--- config.mk ---
export PLATFORM = sky130hd
export DESIGN_NAME = median_heat_rise_detector_core
export DESIGN_NICKNAME = d
export VERILOG_FILES = /design/src/design/mhrd_pkg.sv /design/src/design/mhrd_fifo.sv /design/src/design/mhrd_front.sv /design/src/design/mhrd_back.sv /design/src/design/median_heat_rise_detector_core.sv
export SDC_FILE = /design/constraint.sdc
export NUM_CORES = 1
export LEC_CHECK = 0
export ABC_AREA = 1
export ABC_CLOCK_PERIOD_IN_PS = 21800
export BUFFER_PORTS_ARGS = -buffer_cell sky130_fd_sc_hd__buf_2
export CORE_MARGIN = 2
export CORE_UTILIZATION = 41
export DETAILED_ROUTE_END_ITERATION = 16
export PLACE_DENSITY_LB_ADDON = 0.2
export RECOVER_POWER = 25
export SLEW_MARGIN = 20
export SYNTH_ARGS = -nofsm -noshare
export SYNTH_HDL_FRONTEND = slang
export SYNTH_SLANG_ARGS = --single-unit
--- constraint.sdc ---
create_clock -name clk -period 21.8 [get_ports clk]
set_input_delay 3.27 -clock clk [delete_from_list [all_inputs] [get_ports clk]]
set_output_delay 3.27 -clock clk [all_outputs]
set_load 0.01 [all_outputs]
--- src/design/mhrd_pkg.sv ---
package mhrd_pkg;

  // default geometry
  localparam int MEDIAN_TAPS_DEF   = 5;
  localparam int HISTORY_DEPTH_DEF = 30;
  localparam int TEMP_BITS_DEF     = 12;

  // fixed field widths
  localparam int MEDIAN_BITS    = 12;
  localparam int THR_BITS       = 12;
  localparam int NEED_BITS      = 5;
  localparam int CFG_INDEX_BITS = 2;
  localparam int CFG_DATA_BITS  = 12;

  // queue depths and count tree grouping
  localparam int MID_QUEUE_DEPTH = 4;
  localparam int OUT_QUEUE_DEPTH = 4;
  localparam int GROUP_SIZE      = 8;

  // register indexes
  localparam logic [CFG_INDEX_BITS-1:0] CFG_HIGH_TEMP_THR     = 2'd0;
  localparam logic [CFG_INDEX_BITS-1:0] CFG_HIGH_COUNT_NEEDED = 2'd1;
  localparam logic [CFG_INDEX_BITS-1:0] CFG_RISE_THR          = 2'd2;

  // register reset values
  localparam logic [THR_BITS-1:0]  HIGH_TEMP_THR_RST     = 12'd58;
  localparam logic [NEED_BITS-1:0] HIGH_COUNT_NEEDED_RST = 5'd27;
  localparam logic [THR_BITS-1:0]  RISE_THR_RST          = 12'd8;

  typedef struct packed {
    logic [THR_BITS-1:0]  high_temp_thr;
    logic [NEED_BITS-1:0] high_count_needed;
    logic [THR_BITS-1:0]  rise_thr;
  } cfg_t;

  typedef struct packed {
    logic [MEDIAN_BITS-1:0] median_value;
    logic                   median_valid;
    logic                   high_alarm;
    logic                   rise_alarm;
    logic                   alarm_latched;
  } result_t;

endpackage

--- src/design/mhrd_fifo.sv ---
module mhrd_fifo #(
  parameter int WIDTH = 8,
  parameter int DEPTH = 4
) (
  input  logic                         clk,
  input  logic                         rst_n,
  input  logic                         push,
  input  logic [WIDTH-1:0]             wdata,
  output logic                         full,
  input  logic                         pop,
  output logic                         empty,
  output logic [WIDTH-1:0]             rdata,
  output logic [$clog2(DEPTH+1)-1:0]   count
);

  localparam int PTR_W = $clog2(DEPTH);
  localparam int CNT_W = $clog2(DEPTH+1);

  logic [WIDTH-1:0] mem_r [DEPTH];
  logic [PTR_W-1:0] wptr_r, wptr_nxt;
  logic [PTR_W-1:0] rptr_r, rptr_nxt;
  logic [CNT_W-1:0] count_r, count_nxt;
  logic             do_push, do_pop;

  assign full    = (count_r == CNT_W'(DEPTH));
  assign empty   = (count_r == '0);
  assign count   = count_r;
  assign rdata   = mem_r[rptr_r];
  assign do_push = push && !full;
  assign do_pop  = pop && !empty;

  // pointer and count update
  always_comb begin
    wptr_nxt  = wptr_r;
    rptr_nxt  = rptr_r;
    count_nxt = count_r;
    if (do_push) begin
      wptr_nxt = (wptr_r == PTR_W'(DEPTH-1)) ? '0 : wptr_r + PTR_W'(1);
    end
    if (do_pop) begin
      rptr_nxt = (rptr_r == PTR_W'(DEPTH-1)) ? '0 : rptr_r + PTR_W'(1);
    end
    if (do_push && !do_pop) begin
      count_nxt = count_r + CNT_W'(1);
    end else if (do_pop && !do_push) begin
      count_nxt = count_r - CNT_W'(1);
    end
  end

  always_ff @(posedge clk) begin
    if (!rst_n) begin
      wptr_r  <= '0;
      rptr_r  <= '0;
      count_r <= '0;
    end else begin
      wptr_r  <= wptr_nxt;
      rptr_r  <= rptr_nxt;
      count_r <= count_nxt;
    end
  end

  // storage
  always_ff @(posedge clk) begin
    if (do_push) begin
      mem_r[wptr_r] <= wdata;
    end
  end

endmodule

--- src/design/mhrd_front.sv ---
module mhrd_front #(
  parameter int MEDIAN_TAPS = mhrd_pkg::MEDIAN_TAPS_DEF,
  parameter int TEMP_BITS   = mhrd_pkg::TEMP_BITS_DEF
) (
  input  logic                     clk,
  input  logic                     rst_n,
  input  logic                     accept,
  input  logic [TEMP_BITS-1:0]     sample,
  output logic [2*TEMP_BITS:0]     mid_data
);

  import mhrd_pkg::*;

  localparam int FILL_W = $clog2(MEDIAN_TAPS+1);
  localparam int RANK_W = $clog2(MEDIAN_TAPS);
  localparam int MID_RANK = (MEDIAN_TAPS-1)/2;

  logic [TEMP_BITS-1:0] win_r   [MEDIAN_TAPS];
  logic [TEMP_BITS-1:0] win_nxt [MEDIAN_TAPS];
  logic [RANK_W-1:0]    rank    [MEDIAN_TAPS];
  logic [FILL_W-1:0]    fill_r, fill_nxt;
  logic [TEMP_BITS-1:0] med;
  logic                 med_valid;

  // window shifts the new sample in at tap zero
  always_comb begin
    win_nxt[0] = sample;
    for (int i = 1; i < MEDIAN_TAPS; i++) begin
      win_nxt[i] = win_r[i-1];
    end
    fill_nxt = (fill_r == FILL_W'(MEDIAN_TAPS)) ? fill_r : fill_r + FILL_W'(1);
  end

  // rank of each tap in ascending order, ties broken by tap position
  always_comb begin
    for (int i = 0; i < MEDIAN_TAPS; i++) begin
      rank[i] = '0;
      for (int j = 0; j < MEDIAN_TAPS; j++) begin
        if (j != i && ((win_nxt[j] < win_nxt[i]) ||
                       (win_nxt[j] == win_nxt[i] && j < i))) begin
          rank[i] = rank[i] + RANK_W'(1);
        end
      end
    end
  end

  // pick the middle rank, zero until the window is full
  always_comb begin
    med_valid = (fill_r >= FILL_W'(MEDIAN_TAPS-1));
    med       = '0;
    for (int i = 0; i < MEDIAN_TAPS; i++) begin
      if (med_valid && rank[i] == RANK_W'(MID_RANK)) begin
        med = med | win_nxt[i];
      end
    end
  end

  assign mid_data = {sample, med, med_valid};

  always_ff @(posedge clk) begin
    if (!rst_n) begin
      fill_r <= '0;
    end else if (accept) begin
      fill_r <= fill_nxt;
    end
  end

  always_ff @(posedge clk) begin
    if (accept) begin
      for (int i = 0; i < MEDIAN_TAPS; i++) begin
        win_r[i] <= win_nxt[i];
      end
    end
  end

endmodule

--- src/design/mhrd_back.sv ---
module mhrd_back #(
  parameter int HISTORY_DEPTH = mhrd_pkg::HISTORY_DEPTH_DEF,
  parameter int TEMP_BITS     = mhrd_pkg::TEMP_BITS_DEF
) (
  input  logic                                         clk,
  input  logic                                         rst_n,
  input  mhrd_pkg::cfg_t                               cfg,
  input  logic                                         mid_empty,
  input  logic [2*TEMP_BITS:0]                         mid_data,
  output logic                                         mid_pop,
  input  logic [$clog2(mhrd_pkg::OUT_QUEUE_DEPTH+1)-1:0] out_count,
  output logic                                         res_push,
  output mhrd_pkg::result_t                            res
);

  import mhrd_pkg::*;

  localparam int HFILL_W = $clog2(HISTORY_DEPTH+1);
  localparam int CNT_W   = $clog2(HISTORY_DEPTH+1);
  localparam int OCNT_W  = $clog2(OUT_QUEUE_DEPTH+1);
  localparam int NGRP    = (HISTORY_DEPTH + GROUP_SIZE - 1) / GROUP_SIZE;
  localparam int GS_W    = $clog2(GROUP_SIZE+1);
  localparam int CMP_W   = (TEMP_BITS > THR_BITS) ? TEMP_BITS : THR_BITS;
  localparam int RISE_W  = CMP_W + 1;
  localparam int NEED_W  = (CNT_W > NEED_BITS) ? CNT_W : NEED_BITS;
  localparam int WIDE_W  = TEMP_BITS + MEDIAN_BITS;

  // median history as a shift line, newest at tap zero
  logic [TEMP_BITS-1:0] hist_r [HISTORY_DEPTH];
  logic [HFILL_W-1:0]   hfill_r;

  logic [TEMP_BITS-1:0] d_sample, d_med;
  logic                 d_valid;
  logic                 issue, push_hist, full_after;
  logic [OCNT_W:0]      occupancy;

  // stage one
  logic                 s1_v_r;
  logic [TEMP_BITS-1:0] s1_sample_r, s1_med_r, s1_oldest_r;
  logic                 s1_valid_r, s1_full_r;

  // stage two
  logic                 s2_v_r;
  logic [GS_W-1:0]      s2_gsum_r [NGRP];
  logic [TEMP_BITS-1:0] s2_med_r;
  logic                 s2_valid_r, s2_full_r, s2_rise_r;

  logic [NGRP*GROUP_SIZE-1:0] hbit;
  logic [GS_W-1:0]            gsum [NGRP];
  logic                       rise;
  logic [CNT_W-1:0]           high_count;
  logic                       high;
  logic                       flag_r, flag_nxt;
  logic [WIDE_W-1:0]          med_wide;

  assign d_sample = mid_data[2*TEMP_BITS:TEMP_BITS+1];
  assign d_med    = mid_data[TEMP_BITS:1];
  assign d_valid  = mid_data[0];

  // issue only while the result queue has room for everything in flight
  assign occupancy  = (OCNT_W+1)'(out_count) + (OCNT_W+1)'(s1_v_r) + (OCNT_W+1)'(s2_v_r);
  assign issue      = !mid_empty && (occupancy < (OCNT_W+1)'(OUT_QUEUE_DEPTH));
  assign mid_pop    = issue;
  assign push_hist  = issue && d_valid;
  assign full_after = (hfill_r >= HFILL_W'(HISTORY_DEPTH-1));

  always_ff @(posedge clk) begin
    if (!rst_n) begin
      hfill_r <= '0;
    end else if (push_hist && hfill_r != HFILL_W'(HISTORY_DEPTH)) begin
      hfill_r <= hfill_r + HFILL_W'(1);
    end
  end

  always_ff @(posedge clk) begin
    if (push_hist) begin
      hist_r[0] <= d_med;
      for (int i = 1; i < HISTORY_DEPTH; i++) begin
        hist_r[i] <= hist_r[i-1];
      end
    end
  end

  // stage one registers: oldest median after this push
  always_ff @(posedge clk) begin
    if (!rst_n) begin
      s1_v_r <= 1'b0;
    end else begin
      s1_v_r <= issue;
    end
  end

  always_ff @(posedge clk) begin
    if (issue) begin
      s1_sample_r <= d_sample;
      s1_med_r    <= d_med;
      s1_valid_r  <= d_valid;
      s1_full_r   <= d_valid && full_after;
      s1_oldest_r <= hist_r[HISTORY_DEPTH-2];
    end
  end

  // per-entry threshold compare and group counts over the updated history
  always_comb begin
    hbit = '0;
    for (int i = 0; i < HISTORY_DEPTH; i++) begin
      hbit[i] = (CMP_W'(hist_r[i]) >= CMP_W'(cfg.high_temp_thr));
    end
    for (int g = 0; g < NGRP; g++) begin
      gsum[g] = '0;
      for (int k = 0; k < GROUP_SIZE; k++) begin
        gsum[g] = gsum[g] + GS_W'(hbit[g*GROUP_SIZE+k]);
      end
    end
  end

  // rise check without going signed: sample >= oldest + threshold
  assign rise = s1_full_r &&
                (RISE_W'(s1_sample_r) >= RISE_W'(s1_oldest_r) + RISE_W'(cfg.rise_thr));

  always_ff @(posedge clk) begin
    if (!rst_n) begin
      s2_v_r <= 1'b0;
    end else begin
      s2_v_r <= s1_v_r;
    end
  end

  always_ff @(posedge clk) begin
    if (s1_v_r) begin
      for (int g = 0; g < NGRP; g++) begin
        s2_gsum_r[g] <= gsum[g];
      end
      s2_med_r   <= s1_med_r;
      s2_valid_r <= s1_valid_r;
      s2_full_r  <= s1_full_r;
      s2_rise_r  <= rise;
    end
  end

  // final count, high alarm and latched flag
  always_comb begin
    high_count = '0;
    for (int g = 0; g < NGRP; g++) begin
      high_count = high_count + CNT_W'(s2_gsum_r[g]);
    end
    high     = s2_full_r && (NEED_W'(high_count) >= NEED_W'(cfg.high_count_needed));
    flag_nxt = flag_r || high || s2_rise_r;
    med_wide = WIDE_W'(s2_med_r);
  end

  always_ff @(posedge clk) begin
    if (!rst_n) begin
      flag_r <= 1'b0;
    end else if (s2_v_r) begin
      flag_r <= flag_nxt;
    end
  end

  assign res_push          = s2_v_r;
  assign res.median_value  = med_wide[MEDIAN_BITS-1:0];
  assign res.median_valid  = s2_valid_r;
  assign res.high_alarm    = high;
  assign res.rise_alarm    = s2_rise_r;
  assign res.alarm_latched = flag_nxt;

endmodule

--- src/design/median_heat_rise_detector_core.sv ---
// channel   direction  handshake          payload
// in_       input      in_push / in_full  in_sample_temp
// out_      output     out_pop / out_empty median_value, median_valid, high/rise alarms, latched
// cfg_      input      cfg_wr_en          cfg_index, cfg_data
//
// one item per cycle sustained while the result queue has room; a result reaches the out_ ports
// in steps (front median into the middle queue at accept, history push, compare/group count,
// final sum into the result queue)
// the history count runs as a registered tree of eight-entry groups
// synchronous active-low reset clears fill counts, queues and the latched flag
// a stalled result side fills the result queue, then the middle queue, then raises in_full
module median_heat_rise_detector_core #(
  parameter int MEDIAN_TAPS   = mhrd_pkg::MEDIAN_TAPS_DEF,
  parameter int HISTORY_DEPTH = mhrd_pkg::HISTORY_DEPTH_DEF,
  parameter int TEMP_BITS     = mhrd_pkg::TEMP_BITS_DEF
) (
  input  logic                                clk,
  input  logic                                rst_n,
  input  logic                                in_push,
  output logic                                in_full,
  input  logic [TEMP_BITS-1:0]                in_sample_temp,
  output logic                                out_empty,
  input  logic                                out_pop,
  output logic [mhrd_pkg::MEDIAN_BITS-1:0]    out_median_value,
  output logic                                out_median_valid,
  output logic                                out_high_alarm,
  output logic                                out_rise_alarm,
  output logic                                out_alarm_latched,
  input  logic                                cfg_wr_en,
  input  logic [mhrd_pkg::CFG_INDEX_BITS-1:0] cfg_index,
  input  logic [mhrd_pkg::CFG_DATA_BITS-1:0]  cfg_data
);

  import mhrd_pkg::*;

  localparam int MID_W  = 2*TEMP_BITS + 1;
  localparam int OCNT_W = $clog2(OUT_QUEUE_DEPTH+1);

  cfg_t              cfg_r, cfg_nxt;
  logic              accept;
  logic [MID_W-1:0]  front_data, mid_data;
  logic              mid_full, mid_empty, mid_pop;
  logic [OCNT_W-1:0] out_count;
  logic              res_push;
  result_t           res, out_res;

  // configuration register writes
  always_comb begin
    cfg_nxt = cfg_r;
    if (cfg_wr_en) begin
      unique case (cfg_index)
        CFG_HIGH_TEMP_THR:     cfg_nxt.high_temp_thr     = cfg_data[THR_BITS-1:0];
        CFG_HIGH_COUNT_NEEDED: cfg_nxt.high_count_needed = cfg_data[NEED_BITS-1:0];
        CFG_RISE_THR:          cfg_nxt.rise_thr          = cfg_data[THR_BITS-1:0];
        default:               cfg_nxt = cfg_r;
      endcase
    end
  end

  always_ff @(posedge clk) begin
    if (!rst_n) begin
      cfg_r.high_temp_thr     <= HIGH_TEMP_THR_RST;
      cfg_r.high_count_needed <= HIGH_COUNT_NEEDED_RST;
      cfg_r.rise_thr          <= RISE_THR_RST;
    end else begin
      cfg_r <= cfg_nxt;
    end
  end

  assign in_full = mid_full;
  assign accept  = in_push && !mid_full;

  // front: raw window and median
  mhrd_front #(
    .MEDIAN_TAPS (MEDIAN_TAPS),
    .TEMP_BITS   (TEMP_BITS)
  ) u_front (
    .clk      (clk),
    .rst_n    (rst_n),
    .accept   (accept),
    .sample   (in_sample_temp),
    .mid_data (front_data)
  );

  // queue between front and back
  mhrd_fifo #(
    .WIDTH (MID_W),
    .DEPTH (MID_QUEUE_DEPTH)
  ) u_mid_queue (
    .clk   (clk),
    .rst_n (rst_n),
    .push  (accept),
    .wdata (front_data),
    .full  (mid_full),
    .pop   (mid_pop),
    .empty (mid_empty),
    .rdata (mid_data),
    .count ()
  );

  // back: median history, counts and alarms
  mhrd_back #(
    .HISTORY_DEPTH (HISTORY_DEPTH),
    .TEMP_BITS     (TEMP_BITS)
  ) u_back (
    .clk       (clk),
    .rst_n     (rst_n),
    .cfg       (cfg_r),
    .mid_empty (mid_empty),
    .mid_data  (mid_data),
    .mid_pop   (mid_pop),
    .out_count (out_count),
    .res_push  (res_push),
    .res       (res)
  );

  // result queue
  mhrd_fifo #(
    .WIDTH ($bits(result_t)),
    .DEPTH (OUT_QUEUE_DEPTH)
  ) u_out_queue (
    .clk   (clk),
    .rst_n (rst_n),
    .push  (res_push),
    .wdata (res),
    .full  (),
    .pop   (out_pop),
    .empty (out_empty),
    .rdata (out_res),
    .count (out_count)
  );

  assign out_median_value  = out_res.median_value;
  assign out_median_valid  = out_res.median_valid;
  assign out_high_alarm    = out_res.high_alarm;
  assign out_rise_alarm    = out_res.rise_alarm;
  assign out_alarm_latched = out_res.alarm_latched;

endmodule

Yosys cells after proc, flatten, opt, wreduce, memory -nomap -nowiden

Memories as Yosys holds them, arrays and structs flattened. A register that Yosys moved wholly into a read port is not among the register bits.
Cells that the tools add are included.

Memories: 5
Register bits: 107
Bits in writable memories: 600
Logic and storage cells: 266
Output and inout port bits: 18

Mux-type cells: 47
Add/sub/neg operators: 57
Reductions and logical operators: 49
Bitwise gates (word level): 5
Magnitude comparators: 55
Eq/ne operators: 25

Memory list:

| name              | depth | bits a word | read ports | clocked after memory_dff | wr ports | RTL line         | RTL |
|---|---|---|---|---|---|---|---|
| u_back.hist_r     | 30    | 12          | 30         | 0                        | 30       | mhrd_back.sv:29  | `logic [TEMP_BITS-1:0] hist_r [HISTORY_DEPTH];` |
| u_mid_queue.mem_r | 4     | 25          | 1          | 1                        | 1        | mhrd_fifo.sv:19  | `logic [WIDTH-1:0] mem_r [DEPTH];` |
| u_out_queue.mem_r | 4     | 16          | 1          | 1                        | 1        | mhrd_fifo.sv:19  |  |
| u_front.win_r     | 5     | 12          | 4          | 0                        | 5        | mhrd_front.sv:18 | `logic [TEMP_BITS-1:0] win_r [MEDIAN_TAPS];` |
| u_back.s2_gsum_r  | 4     | 4           | 4          | 0                        | 4        | mhrd_back.sv:44  | `logic [GS_W-1:0] s2_gsum_r [NGRP];` |

Operators by type and width:

| operator            | count |
|---|---|
| $ge 12x12->1        | 30 |
| $lt 12x12->1        | 20 |
| $eq 12x12->1        | 10 |
| $add 4x1->4         | 23 |
| $mux 12             | 5 |
| $mux 3              | 19 |
| $add 3x1->3 const B | 18 |
| $or 12x12->12       | 4 |
| $logic_and 1x1->1   | 20 |
| $mux 2              | 8 |
| $eq 3x2->1 const B  | 5 |
| $mux 1              | 15 |
| $add 12x12->13      | 1 |
| $ge 12x13->1        | 1 |
| $logic_or 1x1->1    | 12 |
| $add 5x4->5         | 2 |
| $eq 2x2->1 const B  | 5 |
| $eq 3x3->1 const B  | 3 |
| $add 1x1->2         | 4 |
| $add 2x1->2 const B | 4 |
| $logic_not 1->1     | 8 |
| $reduce_and 2->1    | 4 |
| $logic_not 3->1     | 2 |
| $sub 3x1->3 const B | 2 |
| other kinds (12)    | 13 |

Depth between registers and ports, before layout

Gate-level depths: netlist (run 1).
An unclocked memory read counts as a cell.

Word-level depth: 20
Depth in mapped cells: 27

Modules after synthesis

Synthesis (run 1) repeated with hierarchy kept, for this count alone.

Cell total of the unflattened synthesis: 3409
Area total of the unflattened synthesis: 37791.2 sq um

Modules (own cells, without submodules):

| module                         | area each (sq um) | cells each | instances |
|---|---|---|---|
| mhrd_back                      | 23249.8           | 1859       | 1 |
| mhrd_front                     | 6154.7            | 836        | 1 |
| mhrd_fifo (u_mid_queue)        | 4305.4            | 314        | 1 |
| mhrd_fifo (u_out_queue)        | 2855.2            | 226        | 1 |
| median_heat_rise_detector_core | 1226.2            | 174        | 1 |

Worst setup path before layout (run 1)

OpenSTA, ideal clock, no wires.

Kind: register to register
From: register u_back.s1_v_r
To: memory u_back.hist_r[0][0] (netlist bit) (enable)
Setup time: 1089 ps
Data required time: 20711 ps
Clock period less this slack: 18981 ps
Arrival: 17892 ps
Path slack: 2819 ps
Stages on the path, launching flop included: 6
Path through: dfxtp_1 > a21oi_1 > nor2_1 > nor3_2 > inv_1 > nor2_1

RTL lines:

| what                   | RTL line        | RTL |
|---|---|---|
| start, declared        | mhrd_back.sv:38 | `logic s1_v_r;` |
| start signal, assigned | mhrd_back.sv:89 | `s1_v_r <= issue;` |
| end, declared          | mhrd_back.sv:29 |  |

Worst setup path in the final report (run 1)

From: input port in_sample_temp[11]
To: memory u_mid_queue.mem_r[2][9] (netlist bit) (data pin)

Longest elaborated chain between the ends: 19
Elaborated cells between the ends (all ways): 70
Classes of those cells: 15 x add/sub; 8 x order compare; 9 x eq/ne; 25 x mux; 4 x bitwise; 9 x reduce/logical

Ends and longest elaborated chain:

| what              | RTL line                             | RTL |
|---|---|---|
| start, declared   | median_heat_rise_detector_core.sv:21 | `input logic [TEMP_BITS-1:0] in_sample_temp,` |
| $lt 12x12->1      | mhrd_front.sv:39                     | `if (j != i && ((win_nxt[j] < win_nxt[i]) \|\|` |
| $mux 1            | mhrd_front.sv:39                     |  |
| $add 3x1->3       | mhrd_front.sv:41                     | `rank[i] = rank[i] + RANK_W'(1);` |
| $mux 3            | mhrd_front.sv:39                     |  |
| $add 3x1->3       | mhrd_front.sv:41                     |  |
| $mux 3            | mhrd_front.sv:39                     |  |
| $add 3x1->3       | mhrd_front.sv:41                     |  |
| $mux 3            | mhrd_front.sv:39                     |  |
| (+4 left out)     | n/a                                  |  |
| $mux 12           | mhrd_front.sv:52                     | `if (med_valid && rank[i] == RANK_W'(MID_RANK)) begin` |
| $or 12x12->12     | mhrd_front.sv:53                     | `med = med \| win_nxt[i];` |
| $mux 12           | mhrd_front.sv:52                     |  |
| $or 12x12->12     | mhrd_front.sv:53                     |  |
| $mux 12           | mhrd_front.sv:52                     |  |
| $or 12x12->12     | mhrd_front.sv:53                     |  |
| $mux 12 *         | mhrd_front.sv:52                     |  |
| net front_data[9] | median_heat_rise_detector_core.sv:41 | `logic [MID_W-1:0] front_data, mid_data;` |
| end, declared     | mhrd_fifo.sv:19                      |  |

The timed path passes the listed nets; every way through them passes the cells marked *.

==> run_results.csv, run 1 <==
group,metric,value,unit
cells_and_area,drive_gt1_share,7.601,%
pwr,peakVddDrop,131.7,uV
worst_setup_path,reg2reg_to,"u_back.s2_gsum_r[0][1]$_DFFE_PP_",
routing,wire_per_inst,18.30,um
global_routing,grt_pass1_wl,129.0,mm
synth,yosys.area.top_type_share,52.56,%
place,io_buffers,48,
place,hpwl,55.24,mm
synth,yosys.area_share.xor_xnor,0.4311,%
timing,rsz0062_at_grt,"false",
clock_network,cts-htree-levels,3,
worst_hold_path,min_to,"u_back.s2_valid_r$_DFFE_PP_",
routing,first_pass_iters,5,
die,io_pins,49,
synth,synth_fp_nets,3729,
global_routing,grt_use_total,18.05,%
routing,detail_route.vias_per_cell,5.249,
worst_setup_path,crit_type,"in2reg",
clock_network,clock_sinks,698,
timing,finalCriticalPeriod,6311,ps
die,die-area,91590,um^2
global_routing,first_global_vias,23750,
synth,synth-compound-area-share,8.475,%
pwr,switchingPower,2124,uW
clock_network,cts_root_buf,"clkbuf_16",
worst_setup_path,r2r_start,"cfg_r[17]$_SDFFE_PN0P_",
cells_and_area,postLayoutCellArea,40910,um^2
global_routing,antenna_found_initial,3,
worst_setup_path,worst-path-max-fanout,12,
pwr,internal_power,3682,uW
timing,tns,0,ps
synth,syn-cell-area,36570,um^2
pwr,power_frac_comb,35.4,%
place,placed_area,38320,um^2
clock_network,clk_pin_slew,60,ps
synth,synth_most_common_cell,"edfxtp_1",
timing,finalHoldViolations,0,
routing,drc,0,
die,fp.dieW,302.6,um
die,initial_core_util,41.38,%
synth,synth_ff_type,"edfxtp_1",
timing,fin_crit_sh,28.95,%
worst_setup_path,critPathCaptureType,"flop",
worst_setup_path,rrSetupSlack,16970,ps
status,status,"finished clean",
cells_and_area,area_growth,11.87,%
synth,synth_area_leader_cell,"edfxtp_1",
synth,yosysWarnings,0,
pwr,power_frac_clock,22.3,%
synth,synth_common_cells,"edfxtp_1 (640), ha_1 (558), nand2_1 (420), inv_1 (345), nor2_1 (256)",
worst_setup_path,cp.arrival,6770,ps
cells_and_area,fin_nets,3848,
clock_network,cts_tree,"built",
synth,synth-simple-area-share,10.84,%
routing,routed_wl,81.76,mm
die,rows,109,
synth,synth_top_family_by_area,"adder cells",
clock_network,cts-resized-gates,0,
job,cap_violations,0,
synth,syn_area_per_cell,11.74,um^2
clock_network,clockBufferDepth,3,
synth,async_flop_share,0,%
timing,max_freq,158.5,MHz
pwr,p_leak,0.01714,uW
pwr,p_sw_share,36.58,%
synth,synth_edf_count,640,
timing,worstMarginPinSlew,1059,ps
pwr,power.density,141.9,nW/um^2
place,gp_congestion,0.8712,
synth,ys_types,46,
routing,ant_nets,0,
routing,drt_iter0_drc,1793,
synth,synth_fa_ha_area_share,20.46,%
worst_setup_path,cp.required,22260,ps
die,core-area,88370,um^2
global_routing,grt_max_degree,177,
synth,synth_cells,3115,
worst_hold_path,min_from,"u_back.s1_valid_r$_DFFE_PP_",
worst_hold_path,min_path_cells,0,
timing,final-setup-viol-count,0,
timing,slew_headroom,29.42,%
routing,num_vias,23450,
synth,ys_seq_elements,698,
worst_hold_path,hold_path_class,"reg2reg",
global_routing,grt_overflow,0,
timing,finalMaxSlewViolations,0,
clock_network,clk_latency,640,ps
clock_network,hold_buffers,0,
pwr,seqPwrFrac,42.3,%
worst_setup_path,start_kind,"input pin",
synth,synth.area.top_cells,"edfxtp_1 (53%), ha_1 (19%), nand2_1 (4.3%)",
synth,ys_seq_area_share,55.73,%
clock_network,cts_buffers,80,
timing,skew,30.49,ps
die,die_y,302.6,um
worst_setup_path,reg2regPathDepth,21,
synth,synth_mux_area_share,0,%
clock_network,postCtsSetupBuffers,0,
## power groups by stage
| stage | sequential [uW] | combinational (uW) | clock [uW] |
|---|---|---|---|
| floorplan | 2560 | 1490 | 0 |
| global placement | 2470 | 1960 | 0 |
| detailed placement | 2470 | 2070 | 0 |
| CTS | 2460 | 2090 | 1330 |
| global route | 2510 | 2390 | 1380 |
| finish | 2450 | 2060 | 1300 |
## kinds of logic (layout without fill, tap and decap cells)
kind of cell | count (synthesis) | in the layout
xor gates and xnor gates | 18 | 18
and+or+nand+nor | 903 | 903
AOI/OAI and AO/OA | 529 | 529
DFF | 698 | 698
other | 0 | 1
buffers and inverters | 384 | 571
adders and majority gates | 583 | 583
## how the worst max path moves through the flow
| stage | start | to | slack (ps) | cells after the start |
|---|---|---|---|---|
| floorplan | u_back.s1_v_r$_SDFF_PN0_ | u_back.hist_r[0][0]$_DFFE_PP_ | 2820 | 5 |
| global placement | in_sample_temp[11] | u_mid_queue.mem_r[0][10]$_DFFE_PP_ | 15030 | 23 |
| detailed placement | in_sample_temp[9] | u_mid_queue.mem_r[1][10]$_DFFE_PP_ | 14930 | 23 |
| CTS | in_sample_temp[11] | u_mid_queue.mem_r[2][9]$_DFFE_PP_ | 15590 | 23 |
| global route | in_sample_temp[11] | u_mid_queue.mem_r[3][10]$_DFFE_PP_ | 15070 | 23 |
| finish | in_sample_temp[11] | u_mid_queue.mem_r[2][9]$_DFFE_PP_ | 15490 | 23 |
## worst max-delay path, stage by stage
cell and delay, ps:
buf_2 160, inv_1 130, ha_1 370, a21o_1 210, nor2_1 240, nand3_1 200, a21oi_1 250, inv_1 70
ha_1 330, inv_1 70, nand4_1 110, nand2_1 120, inv_1 50, ha_1 180, nand2_1 70, inv_2 40
nand2_1 50, nand2_1 50, nor2_2 380, nand3_1 130, nand2_1 90, inv_1 50, nand2_1 130
## final cells by class
type,count,area (um^2)
Inverter,347,1303
Antenna cell,1,2.502
Tap cell,1165,1458
Multi-Input combinational cell,2033,14740
Clock buffer,106,2171
Fill cell,7880,47470
Clock inverter,44,390.4
Sequential cell,698,20380
Timing Repair Buffer,74,460.4
## through the flow
stage	setup slack (ps)	hold slack [ps]	power (uW)	cells	util (%)
after floorplan	2819	400.3	4048	3115	-
after global placement	15030	407.3	4425	4316	43.37
after detailed placement	14930	409.8	4548	4316	43.37
after CTS	15590	400.1	5885	4466	46.26
after global routing	15070	406.6	6285	4468	46.29
final	15490	394.5	5806	4468	46.29
## placed cells by master, fill, tap and decap left out, types with 9 or more instances in the layout
cell,synthesis,final
clkinv_1,0,15
nand3_2,18,18
edfxtp_1,640,640
clkbuf_16,0,81
o211ai_1,9,9
nand2_2,11,11
inv_1,345,345
dfxtp_1,58,58
fa_1,25,25
clkbuf_1,31,20
nor3_1,10,10
a21oi_1,170,170
xnor2_1,10,10
a211oi_1,33,33
nand2_1,420,420
nor2_1,256,246
buf_2,1,48
a21o_1,12,12
o22ai_1,40,40
nand4_1,57,57
buf_4,1,24
a21boi_0,30,30
ha_1,558,558
clkinv_2,0,14
o21ai_0,161,161
o21a_1,61,61
nand3_1,105,105
nor2_2,3,11
## registers in the layout, indices dropped and copies added, names as in the netlist, 2 cells and up, named ones only
register and cells:
cfg_r 29, u_back.hfill_r 5, u_back.hist_r 360, u_back.s1_med_r 12
u_back.s1_oldest_r 12, u_back.s1_sample_r 12, u_back.s2_gsum_r 15, u_back.s2_med_r 12
u_front.fill_r 3, u_front.win_r 48, u_mid_queue.count 3, u_mid_queue.mem_r 100
u_mid_queue.rptr_r 2, u_mid_queue.wptr_r 2, u_out_queue.count 3, u_out_queue.mem_r 64
u_out_queue.rptr_r 2, u_out_queue.wptr_r 2
## layer usage
layer,global-route usage [%],up-vias,share of wire [%]
li1,-,11420,-
met1,24.73,11410,46
met2,29.61,477,47
met3,2.549,140,4.7
met4,5.876,4,2.6
met5,0,-,0.032
(Power assumes the default switching activity.)
==> inputs of run 2 (changes only) <==
- ABC_AREA: 1 -> 0
- ABC_CLOCK_PERIOD_IN_PS: 21800 -> 5600
- clock period: 21.8 -> 5.6 ns (I/O delays scaled with it)
==> run 2 against run 1 <==
Against the previous run: die area decreased by 3.4%; sequential share of layout area increased by 1.4 points; total power increased to 3.6 times the previous value; final cell count decreased by 16%; non-clock buffer count increased by 20; synthesized cell count decreased by 23%; via count decreased by 13%; core utilization increased by 0.43 points; wire length decreased by 2.4%; sequential power increased to 3.7 times the previous value; sequential cell count unchanged; clock-buffer cell count decreased by 15.
==> run_results.csv, run 2 <==
group,metric,value,unit
routing,drc,0,
pwr,power_frac_comb,31.1,%
clock_network,cts-htree-levels,3,
worst_hold_path,min_to,"u_back.s2_med_r[3]$_DFFE_PP_",
status,status,"finished clean",
pwr,power_frac_clock,24.6,%
synth,synth_common_cells,"edfxtp_1 (640), ha_1 (558), inv_1 (142), nand2_1 (115), a21oi_1 (106)",
die,initial_core_util,41.39,%
synth,synth_fp_nets,3020,
cells_and_area,final_cell_mix,"edfxtp_1 (640), ha_1 (557), inv_1 (142)",
synth,synth_area_leader_cell,"edfxtp_1",
worst_setup_path,reg2regPathDepth,19,
worst_setup_path,worst-path-max-fanout,8,
worst_setup_path,cp.arrival,5590,ps
die,rows,107,
die,io_pins,49,
synth,async_flop_share,0,%
pwr,peakVddDrop,370.4,uV
pwr,seqPwrFrac,44.2,%
cells_and_area,drive_gt1_share,10.19,%
synth,synth_ff_type,"edfxtp_1",
routing,detail_route.vias_per_cell,5.416,
timing,fin_crit_sh,91.02,%
worst_hold_path,hold_path_class,"reg2reg",
synth,syn-cell-area,35300,um^2
pwr,switchingPower,6933,uW
cells_and_area,largest_reg_flops,360,
routing,ant_nets,0,
cells_and_area,largest_register,"u_back.hist_r",
worst_setup_path,start_kind,"flop",
clock_network,cts-resized-gates,0,
place,io_buffers,48,
global_routing,grt_overflow,0,
timing,rsz0062_at_grt,"false",
die,die_y,297.4,um
clock_network,cts_tree,"built",
routing,routed_wl,79.83,mm
timing,skew,26.00,ps
synth,yosys.area.top_type_share,54.44,%
timing,final-setup-viol-count,0,
worst_setup_path,reg2reg_to,"u_back.s2_gsum_r[2][1]$_DFFE_PP_",
cells_and_area,fin_nets,3163,
worst_hold_path,min_path_cells,0,
job,cap_violations,0,
synth,ys_types,64,
worst_hold_path,min_from,"u_back.s1_med_r[3]$_DFFE_PP_",
timing,layout_setup_ws,502.8,ps
global_routing,grt_pass1_wl,123.6,mm
timing,max_freq,196.2,MHz
synth,synth_edf_count,640,
timing,finalCriticalPeriod,5097,ps
worst_setup_path,critPathCaptureType,"flop",
synth,yosysWarnings,0,
synth,synth.area.top_cells,"edfxtp_1 (54%), ha_1 (20%), dfxtp_1 (3.3%)",
cells_and_area,final_common_cell,"edfxtp_1",
pwr,power.density,519.6,nW/um^2
cells_and_area,reg_top3,"u_back.hist_r (360), u_mid_queue.mem_r (100), u_out_queue.mem_r (64)",
synth,synth_fa_ha_area_share,21.20,%
worst_setup_path,rrSetupSlack,500,ps
die,die-area,88460,um^2
timing,tns,0,ps
clock_network,clk_pin_slew,60,ps
synth,syn_area_per_cell,14.67,um^2
routing,wire_per_inst,21.24,um
cells_and_area,nFillCells,7488,
global_routing,grt_use_total,18.09,%
synth,synth_cells,2406,
worst_setup_path,r2r_start,"cfg_r[17]$_SDFFE_PN0P_",
clock_network,postCtsSetupBuffers,0,
pwr,total_power,20700,uW
pwr,p_sw_share,33.49,%
cells_and_area,area_growth,12.85,%
global_routing,grt_max_degree,139,
clock_network,cts_buffers,79,
synth,synth_mux_area_share,2.984,%
pwr,p_leak,0.01568,uW
clock_network,hold_buffers,0,
die,core-area,85280,um^2
timing,finalMaxSlewViolations,0,
place,pre_cts_ws,445.9,ps
worst_setup_path,crit_type,"reg2reg",
routing,drt_iter0_drc,1167,
place,dp_cells,3612,
clock_network,clockBufferDepth,3,
die,fp.dieW,297.4,um
synth,yosys.area_share.xor_xnor,0.7443,%
clock_network,cts_root_buf,"clkbuf_16",
pwr,internal_power,13770,uW
routing,first_pass_iters,5,
synth,synth_top_family_by_area,"adder cells",
synth,synth-compound-area-share,10.82,%
routing,num_vias,20350,
synth,ys_seq_elements,698,
global_routing,first_global_vias,21370,
synth,ys_seq_area_share,57.73,%
timing,finalHoldViolations,0,
cells_and_area,instances_no_fill,3758,
synth,synth-simple-area-share,4.643,%
synth,synth_most_common_cell,"edfxtp_1",
timing,worstMarginPinSlew,1027,ps
global_routing,antenna_found_initial,12,
timing,slew_headroom,31.22,%
worst_setup_path,cp.required,6090,ps
clock_network,clk_latency,630,ps
place,gp_congestion,0.8912,
clock_network,clock_sinks,698,
place,hpwl,56.39,mm
## run 2: changes by cell type after synthesis, moves of 40 or more
cell / delta
nand2_1: -305
nor2_1: -241
inv_1: -203
nand3_1: -93
a21o_1: +82
o21ai_0: -79
a21oi_1: -64
mux4_2: +41
nand2b_1: +41
o22ai_1: -40
## run 2: cell families after synthesis
family | Yosys count
DFF | 698
adders and majority gates | 583
AOI/OAI and AO/OA | 556
and+or+nand+nor | 311
buffers and inverters | 174
muxes | 54
xor gates and xnor gates | 30
## run 2: worst max-delay path, stage by stage, from the launching register on
cell and delay [ps]:
dfxtp_1 580, buf_4 240, ha_1 230, nand2b_1 140, a21o_1 180, a21o_1 170
a211oi_1 280, o21bai_1 150, a211oi_1 250, o21a_1 160, o21ai_0 90, ha_1 310
fa_1 540, inv_1 60, fa_1 530, inv_1 60, fa_1 440, inv_1 90
fa_1 410, inv_1 60
## run 2: area by class of cell
cell class                      instances  area, um^2  area share, %
Sequential cell                       698       20390          51.19
Clock buffer                           91        2022          5.075
Clock inverter                         51       528.0          1.325
Inverter                              142       533.0          1.338
Tap cell                             1144        1431          3.593
Timing Repair Buffer                   94       608.1          1.526
Multi-Input combinational cell       1534       14310          35.93
Antenna cell                            4       10.01        0.02513
## run 2: worst max-delay path by stage
stage | from | endpoint | slack, ps | cells past startpoint
5_1_grt | cfg_r[17]$_SDFFE_PN0P_ | u_back.s2_gsum_r[2][1]$_DFFE_PP_ | 200 | 19
4_1_cts | cfg_r[17]$_SDFFE_PN0P_ | u_back.s2_gsum_r[2][1]$_DFFE_PP_ | 430 | 19
3_3_place_gp | in_sample_temp[6] | u_mid_queue.mem_r[0][11]$_DFFE_PP_ | 530 | 20
2_1_floorplan | u_out_queue.count[0]$_SDFFE_PN0P_ | u_back.hfill_r[3]$_SDFFE_PN0P_ | -40 | 8
3_5_place_dp | cfg_r[17]$_SDFFE_PN0P_ | u_back.s2_gsum_r[2][1]$_DFFE_PP_ | 450 | 19
6_report | cfg_r[17]$_SDFFE_PN0P_ | u_back.s2_gsum_r[2][1]$_DFFE_PP_ | 500 | 19
## run 2: power groups by stage
stage	clock (uW)	combinational (uW)	sequential, uW
final	5100	6450	9150
after detailed placement	0	6570	9220
after global routing	5440	7460	9350
after global placement	0	6330	9200
after CTS	5240	6600	9170
after floorplan	0	4720	8810
## run 2: through the flow
stage / utilization, % / hold WS, ps / instance area [um^2]
2_1_floorplan: - / 400.3 / 35340
3_3_place_gp: 43.73 / 405.2 / 37290
6_report: 46.71 / 416.9 / 39840
5_1_grt: 46.71 / 423.7 / 39830
3_5_place_dp: 43.73 / 406.2 / 37290
4_1_cts: 46.72 / 420.5 / 39840
## run 2: metal layers
| layer | vias up | routed length, um | GRT usage [%] |
|---|---|---|---|
| met4 | 10 | 2752 | 6.506 |
| met3 | 144 | 3459 | 3.411 |
| met5 | - | 63 | 0 |
| li1 | 9708 | - | - |
| met1 | 10110 | 35050 | 23.47 |
| met2 | 381 | 38500 | 30.24 |
